[config.mk]
export PLATFORM = sky130hd
export DESIGN_NAME = min_loser_tree_merge_selector
export DESIGN_NICKNAME = d
export VERILOG_FILES = /design/src/mlt_pkg.sv /design/src/mlt_ctrl.sv /design/src/mlt_datapath.sv /design/src/min_loser_tree_merge_selector.sv
export SDC_FILE = /design/constraint.sdc
export NUM_CORES = 2
export LEC_CHECK = 0
export BUFFER_PORTS_ARGS = -buffer_cell sky130_fd_sc_hd__buf_2
export CELL_PAD_IN_SITES_DETAIL_PLACEMENT = 1
export CELL_PAD_IN_SITES_GLOBAL_PLACEMENT = 1
export CORE_MARGIN = 1
export CORE_UTILIZATION = 40
export DETAILED_ROUTE_END_ITERATION = 7
export GPL_TIMING_DRIVEN = 0
export HOLD_SLACK_MARGIN = 0.03
export PLACE_DENSITY_LB_ADDON = 0.1
export SLEW_MARGIN = 25
export SYNTH_ARGS = -nofsm -noshare
export SYNTH_HDL_FRONTEND = slang
export SYNTH_SLANG_ARGS = --single-unit
[constraint.sdc]
create_clock -name clk -period 4.48 [get_ports clk]
set_clock_uncertainty 0.05 [all_clocks]
set_input_delay 0.224 -clock clk [delete_from_list [all_inputs] [get_ports clk]]
set_output_delay 0.224 -clock clk [all_outputs]
set_load 0.1 [all_outputs]
[src/mlt_pkg.sv]
package mlt_pkg;

  localparam int MAX_PLAYERS = 64;
  localparam int KEY_WIDTH   = 32;
  localparam int IDX_W       = 7;
  localparam int ADDR_W      = 6;

  localparam logic [1:0] MODE_LOAD    = 2'd0;
  localparam logic [1:0] MODE_BUILD   = 2'd1;
  localparam logic [1:0] MODE_REPLACE = 2'd2;
  localparam logic [1:0] MODE_UPDATE  = 2'd3;

  // Commands from the controller to the datapath.
  typedef struct packed {
    logic load_in;
    logic write_key;
    logic start;
    logic node_rd;
    logic key_rd;
    logic match_wr;
    logic out_rd;
    logic out_load;
  } mlt_cmd_t;

  // Status from the datapath to the controller.
  typedef struct packed {
    logic wr_en;
    logic replay;
    logic last;
    logic out_busy;
  } mlt_sts_t;

endpackage

[src/mlt_ctrl.sv]
module mlt_ctrl (
  input  logic             clk,
  input  logic             rst,
  input  logic             s_tvalid,
  output logic             s_tready,
  input  mlt_pkg::mlt_sts_t sts,
  output mlt_pkg::mlt_cmd_t cmd
);
  import mlt_pkg::*;

  localparam logic [2:0] S_IDLE   = 3'd0;
  localparam logic [2:0] S_WRITE  = 3'd1;
  localparam logic [2:0] S_NREAD  = 3'd2;
  localparam logic [2:0] S_KREAD  = 3'd3;
  localparam logic [2:0] S_MATCH  = 3'd4;
  localparam logic [2:0] S_OREAD  = 3'd5;
  localparam logic [2:0] S_RESULT = 3'd6;

  logic [2:0] state, state_next;

  always_ff @(posedge clk) begin
    if (rst) begin
      state <= S_IDLE;
    end else begin
      state <= state_next;
    end
  end

  always_comb begin
    state_next = state;
    cmd        = '0;
    s_tready   = 1'b0;
    unique case (state)
      S_IDLE: begin
        s_tready = 1'b1;
        if (s_tvalid) begin
          cmd.load_in = 1'b1;
          state_next  = S_WRITE;
        end
      end
      S_WRITE: begin
        cmd.write_key = sts.wr_en;
        cmd.start     = sts.replay;
        state_next    = sts.replay ? S_NREAD : S_OREAD;
      end
      S_NREAD: begin
        cmd.node_rd = 1'b1;
        state_next  = S_KREAD;
      end
      S_KREAD: begin
        cmd.key_rd = 1'b1;
        state_next = S_MATCH;
      end
      S_MATCH: begin
        cmd.match_wr = 1'b1;
        state_next   = sts.last ? S_OREAD : S_NREAD;
      end
      S_OREAD: begin
        cmd.out_rd = 1'b1;
        state_next = S_RESULT;
      end
      S_RESULT: begin
        if (!sts.out_busy) begin
          cmd.out_load = 1'b1;
          state_next   = S_IDLE;
        end
      end
      default: state_next = S_IDLE;
    endcase
  end

endmodule

[src/mlt_datapath.sv]
module mlt_datapath (
  input  logic                                clk,
  input  logic                                rst,
  input  logic                                cfg_wr_en,
  input  logic [mlt_pkg::IDX_W-1:0]           cfg_wr_data,
  input  logic [1:0]                          in_mode,
  input  logic [mlt_pkg::IDX_W-1:0]           in_index,
  input  logic signed [mlt_pkg::KEY_WIDTH-1:0] in_key,
  input  mlt_pkg::mlt_cmd_t                   cmd,
  output mlt_pkg::mlt_sts_t                   sts,
  input  logic                                m_tready,
  output logic                                m_tvalid,
  output logic [mlt_pkg::IDX_W-1:0]           out_index,
  output logic signed [mlt_pkg::KEY_WIDTH-1:0] out_key,
  output logic                                out_ready_flag
);
  import mlt_pkg::*;

  logic signed [KEY_WIDTH-1:0] key_mem [0:MAX_PLAYERS-1];
  logic [IDX_W-1:0] node_win [0:MAX_PLAYERS-1];
  logic [IDX_W-1:0] node_los [0:MAX_PLAYERS-1];

  logic [IDX_W-1:0] n;
  logic [7:0]       low, loff;
  logic             built;
  logic [IDX_W-1:0] ow;
  logic [1:0]       mode_r;
  logic [IDX_W-1:0] idx_r;
  logic signed [KEY_WIDTH-1:0] key_r;
  logic [ADDR_W-1:0] p;
  logic             wpath;
  logic [IDX_W-1:0] cur;

  // Node read stage.
  logic             lq_int, rq_int;
  logic [IDX_W-1:0] lext, rext, nwa, nwb, nlp;
  // Key read stage.
  logic [IDX_W-1:0] lc, rc;
  logic signed [KEY_WIDTH-1:0] ka, kb;

  logic             idx_ok, ow_ok, is_mode0, is_mode1, is_mode2, is_mode3;
  logic [IDX_W-1:0] wr_player, nm1, s_pow, sat_n, left_c, right_c, win, los;
  logic [7:0]       diff, low_b, loff_b, player8, pos, ql, qr, lext_b, rext_b;
  logic [ADDR_W-1:0] rda_addr, rdb_addr;
  logic             less;

  assign is_mode0 = (mode_r == MODE_LOAD);
  assign is_mode1 = (mode_r == MODE_BUILD);
  assign is_mode2 = (mode_r == MODE_REPLACE);
  assign is_mode3 = (mode_r == MODE_UPDATE);
  assign idx_ok   = (idx_r != '0) && ({1'b0, idx_r} <= 8'(MAX_PLAYERS));
  assign ow_ok    = (ow != '0) && ({1'b0, ow} <= 8'(MAX_PLAYERS));
  assign wr_player = is_mode2 ? ow : idx_r;

  assign sts.wr_en  = ((is_mode0 || is_mode3) && idx_ok) || (is_mode2 && built && ow_ok);
  assign sts.replay = is_mode1 || (is_mode2 && built && ow_ok) ||
                      (is_mode3 && idx_ok && built && (idx_r <= n));
  assign sts.last     = (p == ADDR_W'(1));
  assign sts.out_busy = m_tvalid && !m_tready;

  // Layout of the tree: s is the largest power of two not above N-1.
  assign nm1 = n - IDX_W'(1);
  always_comb begin
    s_pow = '0;
    for (int i = 0; i < IDX_W; i++) begin
      if (nm1[i]) begin
        s_pow = IDX_W'(1) << i;
      end
    end
  end
  assign diff   = {1'b0, n} - {1'b0, s_pow};
  assign low_b  = {diff[6:0], 1'b0};
  assign loff_b = {s_pow, 1'b0} - 8'd1;

  assign player8 = {1'b0, wr_player};
  assign pos = (player8 <= low) ? (loff + player8) : (player8 - low + {1'b0, nm1});

  // External contestants of the two children of node p.
  assign ql     = {1'b0, p, 1'b0};
  assign qr     = ql + 8'd1;
  assign lext_b = (ql > loff) ? (ql - loff) : (ql - {1'b0, nm1} + low);
  assign rext_b = (qr > loff) ? (qr - loff) : (qr - {1'b0, nm1} + low);

  assign left_c  = wpath ? nlp : (lq_int ? nwa : lext);
  assign right_c = wpath ? cur : (rq_int ? nwb : rext);

  assign rda_addr = cmd.out_rd ? ADDR_W'(ow - IDX_W'(1)) : ADDR_W'(left_c - IDX_W'(1));
  assign rdb_addr = ADDR_W'(right_c - IDX_W'(1));

  assign less = (kb < ka);
  assign win  = less ? rc : lc;
  assign los  = less ? lc : rc;

  always_comb begin
    sat_n = cfg_wr_data;
    if (cfg_wr_data < IDX_W'(2)) begin
      sat_n = IDX_W'(2);
    end else if ({1'b0, cfg_wr_data} > 8'(MAX_PLAYERS)) begin
      sat_n = IDX_W'(MAX_PLAYERS);
    end
  end

  // Memories.
  always_ff @(posedge clk) begin
    if (cmd.write_key) begin
      key_mem[ADDR_W'(wr_player - IDX_W'(1))] <= key_r;
    end
    if (cmd.key_rd || cmd.out_rd) begin
      ka <= key_mem[rda_addr];
    end
    if (cmd.key_rd) begin
      kb <= key_mem[rdb_addr];
    end
  end

  always_ff @(posedge clk) begin
    if (cmd.match_wr) begin
      node_win[p] <= win;
      node_los[p] <= los;
    end
    if (cmd.node_rd) begin
      nwa <= node_win[ql[ADDR_W-1:0]];
      nwb <= node_win[qr[ADDR_W-1:0]];
      nlp <= node_los[p];
    end
  end

  // Payload registers.
  always_ff @(posedge clk) begin
    if (cmd.load_in) begin
      mode_r <= in_mode;
      idx_r  <= in_index;
      key_r  <= in_key;
    end
    if (cmd.start) begin
      wpath <= is_mode2 || (is_mode3 && (idx_r == ow));
      cur   <= wr_player;
      p     <= is_mode1 ? ADDR_W'(nm1) : pos[ADDR_W:1];
    end else if (cmd.match_wr) begin
      cur <= win;
      p   <= wpath ? (p >> 1) : (is_mode1 ? p - ADDR_W'(1) : p >> 1);
    end
    if (cmd.node_rd) begin
      lq_int <= (ql < {1'b0, n});
      rq_int <= (qr < {1'b0, n});
      lext   <= lext_b[IDX_W-1:0];
      rext   <= rext_b[IDX_W-1:0];
    end
    if (cmd.key_rd) begin
      lc <= left_c;
      rc <= right_c;
    end
    if (cmd.out_load) begin
      out_index      <= built ? ow : '0;
      out_key        <= built ? ka : '0;
      out_ready_flag <= built;
    end
  end

  // Control state.
  always_ff @(posedge clk) begin
    if (rst) begin
      n        <= IDX_W'(2);
      low      <= '0;
      loff     <= '0;
      built    <= 1'b0;
      ow       <= '0;
      m_tvalid <= 1'b0;
    end else begin
      if (cfg_wr_en) begin
        n     <= sat_n;
        built <= 1'b0;
        ow    <= '0;
      end
      if (cmd.start && is_mode1) begin
        low  <= low_b;
        loff <= loff_b;
      end
      if (cmd.match_wr && sts.last) begin
        ow    <= win;
        built <= 1'b1;
      end
      if (cmd.out_load) begin
        m_tvalid <= 1'b1;
      end else if (m_tready) begin
        m_tvalid <= 1'b0;
      end
    end
  end

endmodule

[src/min_loser_tree_merge_selector.sv]
// Minimum loser tree over up to 64 signed 32-bit keys, the selector of a
// k-way merge. Each input transaction carries a mode in s_tuser: load a key
// (mode 0), build the tree over the configured number of players (mode 1),
// replace the current winner's key and replay its path (mode 2), or change
// any player's key and replay (mode 3). On equal keys the left contestant
// wins. Every transaction yields one output transaction with the winner's
// index and key in m_tdata and the built flag in m_tuser; before a build
// the index and key read as zero. Items are handled one at a time. A load,
// or any item that does not replay, goes from the write state to the output
// read and result states. Each replayed tree node takes a node memory read,
// a key memory read, and a compare with write back; a replay walks the path
// from the player to the root, and a build walks each of the N-1 internal
// nodes. The next item is accepted as soon as the result is in the output
// register, even if it has not yet been taken. Write players_in_use through
// cfg_wr_en/cfg_wr_data only while the block is idle; a write clears the
// built flag.
module min_loser_tree_merge_selector (
  input  logic        clk,
  input  logic        rst,
  input  logic        cfg_wr_en,
  input  logic [6:0]  cfg_wr_data,   // players_in_use
  input  logic        s_tvalid,
  output logic        s_tready,
  input  logic [39:0] s_tdata,       // [6:0] player_index, [38:7] key_value
  input  logic [1:0]  s_tuser,       // [1:0] mode
  output logic        m_tvalid,
  input  logic        m_tready,
  output logic [39:0] m_tdata,       // [6:0] winner_index, [38:7] winner_key
  output logic        m_tuser        // [0] tree_ready
);
  import mlt_pkg::*;

  mlt_cmd_t cmd;
  mlt_sts_t sts;
  logic [IDX_W-1:0] out_index;
  logic signed [KEY_WIDTH-1:0] out_key;
  logic out_ready_flag;

  mlt_ctrl u_ctrl (
    .clk      (clk),
    .rst      (rst),
    .s_tvalid (s_tvalid),
    .s_tready (s_tready),
    .sts      (sts),
    .cmd      (cmd)
  );

  mlt_datapath u_dp (
    .clk            (clk),
    .rst            (rst),
    .cfg_wr_en      (cfg_wr_en),
    .cfg_wr_data    (cfg_wr_data),
    .in_mode        (s_tuser),
    .in_index       (s_tdata[6:0]),
    .in_key         (s_tdata[38:7]),
    .cmd            (cmd),
    .sts            (sts),
    .m_tready       (m_tready),
    .m_tvalid       (m_tvalid),
    .out_index      (out_index),
    .out_key        (out_key),
    .out_ready_flag (out_ready_flag)
  );

  // The spare top bit of the byte-aligned payload is always zero.
  assign m_tdata = {1'b0, out_key, out_index};
  assign m_tuser = out_ready_flag;

endmodule

==> results.ini <==
[yosys]
synth_area_leaders = edfxtp_1 67%, mux4_2 19%, mux2i_1 1.8%, a22oi_1 1.5%, nand2_1 1.1%
ys_types = 72
mappedNetlistNets = 7590
yosysMostFrequentCell = edfxtp_1
syn_inst = 7425
synthTopCellsByCount = 3154 x edfxtp_1, 1171 x mux4_2, 414 x nand2_1
yosysWarnings = 0
synth.top_cell.area_share_pct = 67.3
synth_area_um2 = 141000
ys_async_sr_fraction_pct = 0
synth-edff-count = 3154
ys_seq_area_share_pct = 67.8
synth_top_area_cell = edfxtp_1
ys.flop_type = edfxtp_1
ys_ff_latch = 3188
avgSynthCellArea_um2 = 18.9

[sta]
worst_pin_slew_ns = 1.17
setup_violations = 99
fin_crit_ns = 4.63
timing.final.ws_setup_ns = -0.147
slew_headroom_pct = 21.9
finalHoldViolCount = 0
grt_setup_unrepaired = true
slew_violations = 0
fmax_mhz = 216
whs_ns = 0.101
period_share_pct = 103

[grt]
grt_pass1_vias = 87400
grt_use_total_pct = 32.7
antenna_found_initial = 62
grt_pass1_wl_um = 780000
grt_max_degree = 65
grt-ovfl-total = 0

[run_status]
violations = setup timing
status = complete, but fails checks

[hold_path]
hold_start = s_tdata[13]
worstHoldPathType = in2reg
hold_end = u_dp.key_r[6]$_DFFE_PP_
holdPathStages = 2

[route]
avgRoutedWirePerCell_um = 44.2
drtPass1Iterations = 6
viasPerCell = 6.60
drt-total-wl_um = 589000
detailroute.via_count = 88000
dr.first_iter.drc_count = 13600
post-route-drc-count = 0
postRouteAntennaNets = 0

[pwr]
p_seq_share_pct = 44.3
power_frac_comb_pct = 17.1
netSwitchingPower_mw = 21.3
clkPwrFrac_pct = 38.6
internal_power_mw = 54.3
swShare_pct = 28.2
vdd_drop_max_mv = 0.336
p_leak_nw = 55.6
power_density_nw_per_um2 = 439

[placement]
numPortBuffers = 93
gp_congestion = 0.919
dpl.hpwl_um = 426000

[flow_run]
maxCapViolCount = 0

[cts]
cts_tree = done
clkSlewWorstSetupHoldPaths_ns = 0.06
clock-sinks = 3188
root_buffer = clkbuf_16
cts_buffers = 358
h-tree-depth = 5
cts_buffer_depth = 4
clock_latency_ns = 1.00

[setup_path]
crit_required_ns = 5.08
cp-start-kind = register
r2r_slack_ns = -0.15
worstPathArrival_ns = 5.22
worstReg2RegStart = u_dp.lq_int$_DFFE_PP_
endpoint_kind = register
worst-setup-path-type = reg2reg
r2r-end = u_dp.ka[24]$_DFFE_PP_
cp_max_fo = 8
reg2regPathDepth = 18

[die]
io_pins = 97
die_x_um = 595
die-area_um2 = 354000
core_um2 = 350000
rows = 217
start_util_pct = 40.2
die_h_um = 595

[final_layout]
layout-drive-gt1-share_pct = 35.1
fill_cells = 31600
fin_nets = 8588
final_core_util_pct = 49.2
syn_to_final_growth_pct = 22.4

-- placed cells by master (no fill, tap or decap), types with 23 or more instances in the layout --
cell type	n
edfxtp_1	3154
mux4_2	1171
nand2_1	389
clkbuf_16	380
a22oi_1	274
mux2i_1	211
buf_2	190
a21oi_1	179
clkbuf_1	157
buf_16	155
nand3_1	142
buf_4	140
nor2_4	129
buf_8	108
clkbuf_2	107
o21ai_0	103
inv_1	98
buf_12	98
nor2_1	95
ha_1	94
dlygate4sd3_1	93
clkinv_1	74
clkbuf_4	64
a221oi_1	61
clkinv_2	59
and2_1	52
clkbuf_8	45
xnor2_1	41
o211ai_1	37
mux2_2	33
buf_6	33
a22o_1	32
a31oi_1	32
dfxtp_1	32
a21o_1	30
nor3_1	27
mux2i_4	25
nand4_1	25
bufinv_16	25
a41oi_1	23
-- repair_timing --
action                     4_1_cts  5_1_grt
hold endpoints to repair       104        0
gates resized for setup        680      168
pin swaps                       54       60
setup endpoints to repair     3633     1222
cloned                           8        3
hold buffers                    93        0
buffers inserted                57       75
-- worst max-delay path: stages, from the launching register on --
cell       delay [ns]
edfxtp_1         0.42
buf_6            0.16
mux2_4           0.31
o211ai_1         0.17
buf_4            0.19
nand2_4          0.08
inv_8            0.11
buf_16           0.13
buf_16           0.13
ha_4             0.18
clkbuf_2         0.26
buf_16           0.22
clkbuf_4         0.28
buf_16           0.20
mux4_2           0.35
mux2i_4          0.25
o2111ai_2        0.19
o211ai_1         0.45
nor3_2           0.13
-- power groups by stage --
| stage | registers (mW) | logic, mW | clock network, mW |
|---|---|---|---|
| finish | 33.5 | 13.0 | 29.2 |
| detailed placement | 34.1 | 11.6 | 0 |
| global route | 33.5 | 13.1 | 30.3 |
| CTS | 33.5 | 12.5 | 29.4 |
| floorplan | 34.2 | 5.42 | 0 |
| global placement | 34.7 | 10.3 | 0 |
-- sequential cells by signal (all words and copies together), names as in the netlist, 8 cells and up --
signal and cells:
u_dp.ka 32, u_dp.loff 8, u_dp.out_key 32, u_dp.node_win 448, u_dp.node_los 448, u_dp.key_r 32, u_dp.kb 32, u_dp.key_mem 2048
-- worst max path at each step --
stage / startpoint / end / slack (ns) / depth (start not counted)
after CTS: u_dp.mode_r[0]$_DFFE_PP_ / u_dp.p[5]$_DFFE_PP_ / -0.25 / 14
after floorplan: u_ctrl.state[0]$_SDFFE_PP0P_ / u_dp.idx_r[0]$_DFFE_PP_ / 0.17 / 3
after global routing: u_dp.mode_r[0]$_DFFE_PP_ / u_dp.p[5]$_DFFE_PP_ / -0.22 / 14
final: u_dp.lq_int$_DFFE_PP_ / u_dp.ka[24]$_DFFE_PP_ / -0.15 / 18
after global placement: u_ctrl.state[1]$_SDFFE_PP0P_ / u_dp.ka[6]$_DFFE_PP_ / -5.50 / 16
after detailed placement: u_ctrl.state[0]$_SDFFE_PP0P_ / u_dp.ka[20]$_DFFE_PP_ / -4.51 / 19
-- cell type report --
type / instances / area (um2) / area share, %
Tap cell: 4599 / 5750 / 3.34
Antenna cell: 13 / 32.5 / 0.0189
Timing Repair Buffer: 649 / 9870 / 5.73
Sequential cell: 3188 / 95400 / 55.4
Multi-Input combinational cell: 3628 / 45700 / 26.5
Inverter: 103 / 403 / 0.234
Clock inverter: 203 / 1860 / 1.08
Clock buffer: 447 / 9470 / 5.50
Buffer: 495 / 3700 / 2.15
-- per-stage QoR --
step / instances / area (um2) / power (mW) / setup TNS, ns / setup WS, ns
final: 13300 / 172000 / 75.6 / -3.57 / -0.147
after global routing: 13300 / 172000 / 76.9 / -1.11 / -0.218
after CTS: 13200 / 171000 / 75.4 / -39.49 / -0.246
after detailed placement: 12400 / 155000 / 45.7 / -1782.30 / -4.51
after global placement: 12100 / 147000 / 45.0 / -9281.96 / -5.50
after floorplan: 7425 / 141000 / 39.7 / 0 / 0.172
-- per-layer routing --
layer	vias to the layer above	global-route usage, %	wire [um]
met5	-	0	252
met4	38	13.5	29200
met3	1073	7.81	64900
met2	5458	48.8	259000
met1	48000	46.3	235000
li1	33300	-	-
-- cells by family after synthesis --
logic type	Yosys count	synth area share, %
adder cells (fa/ha/maj)	111	1.06
flip-flops	3188	67.8
other	1	0.00267
AND/OR/NAND/NOR	1033	3.32
buffers and inverters	609	1.80
XOR/XNOR	70	0.441
multiplexers	1475	21.0
AO/OA/AOI/OAI	938	4.60
Note: power is estimated with default switching activity, not from simulation.
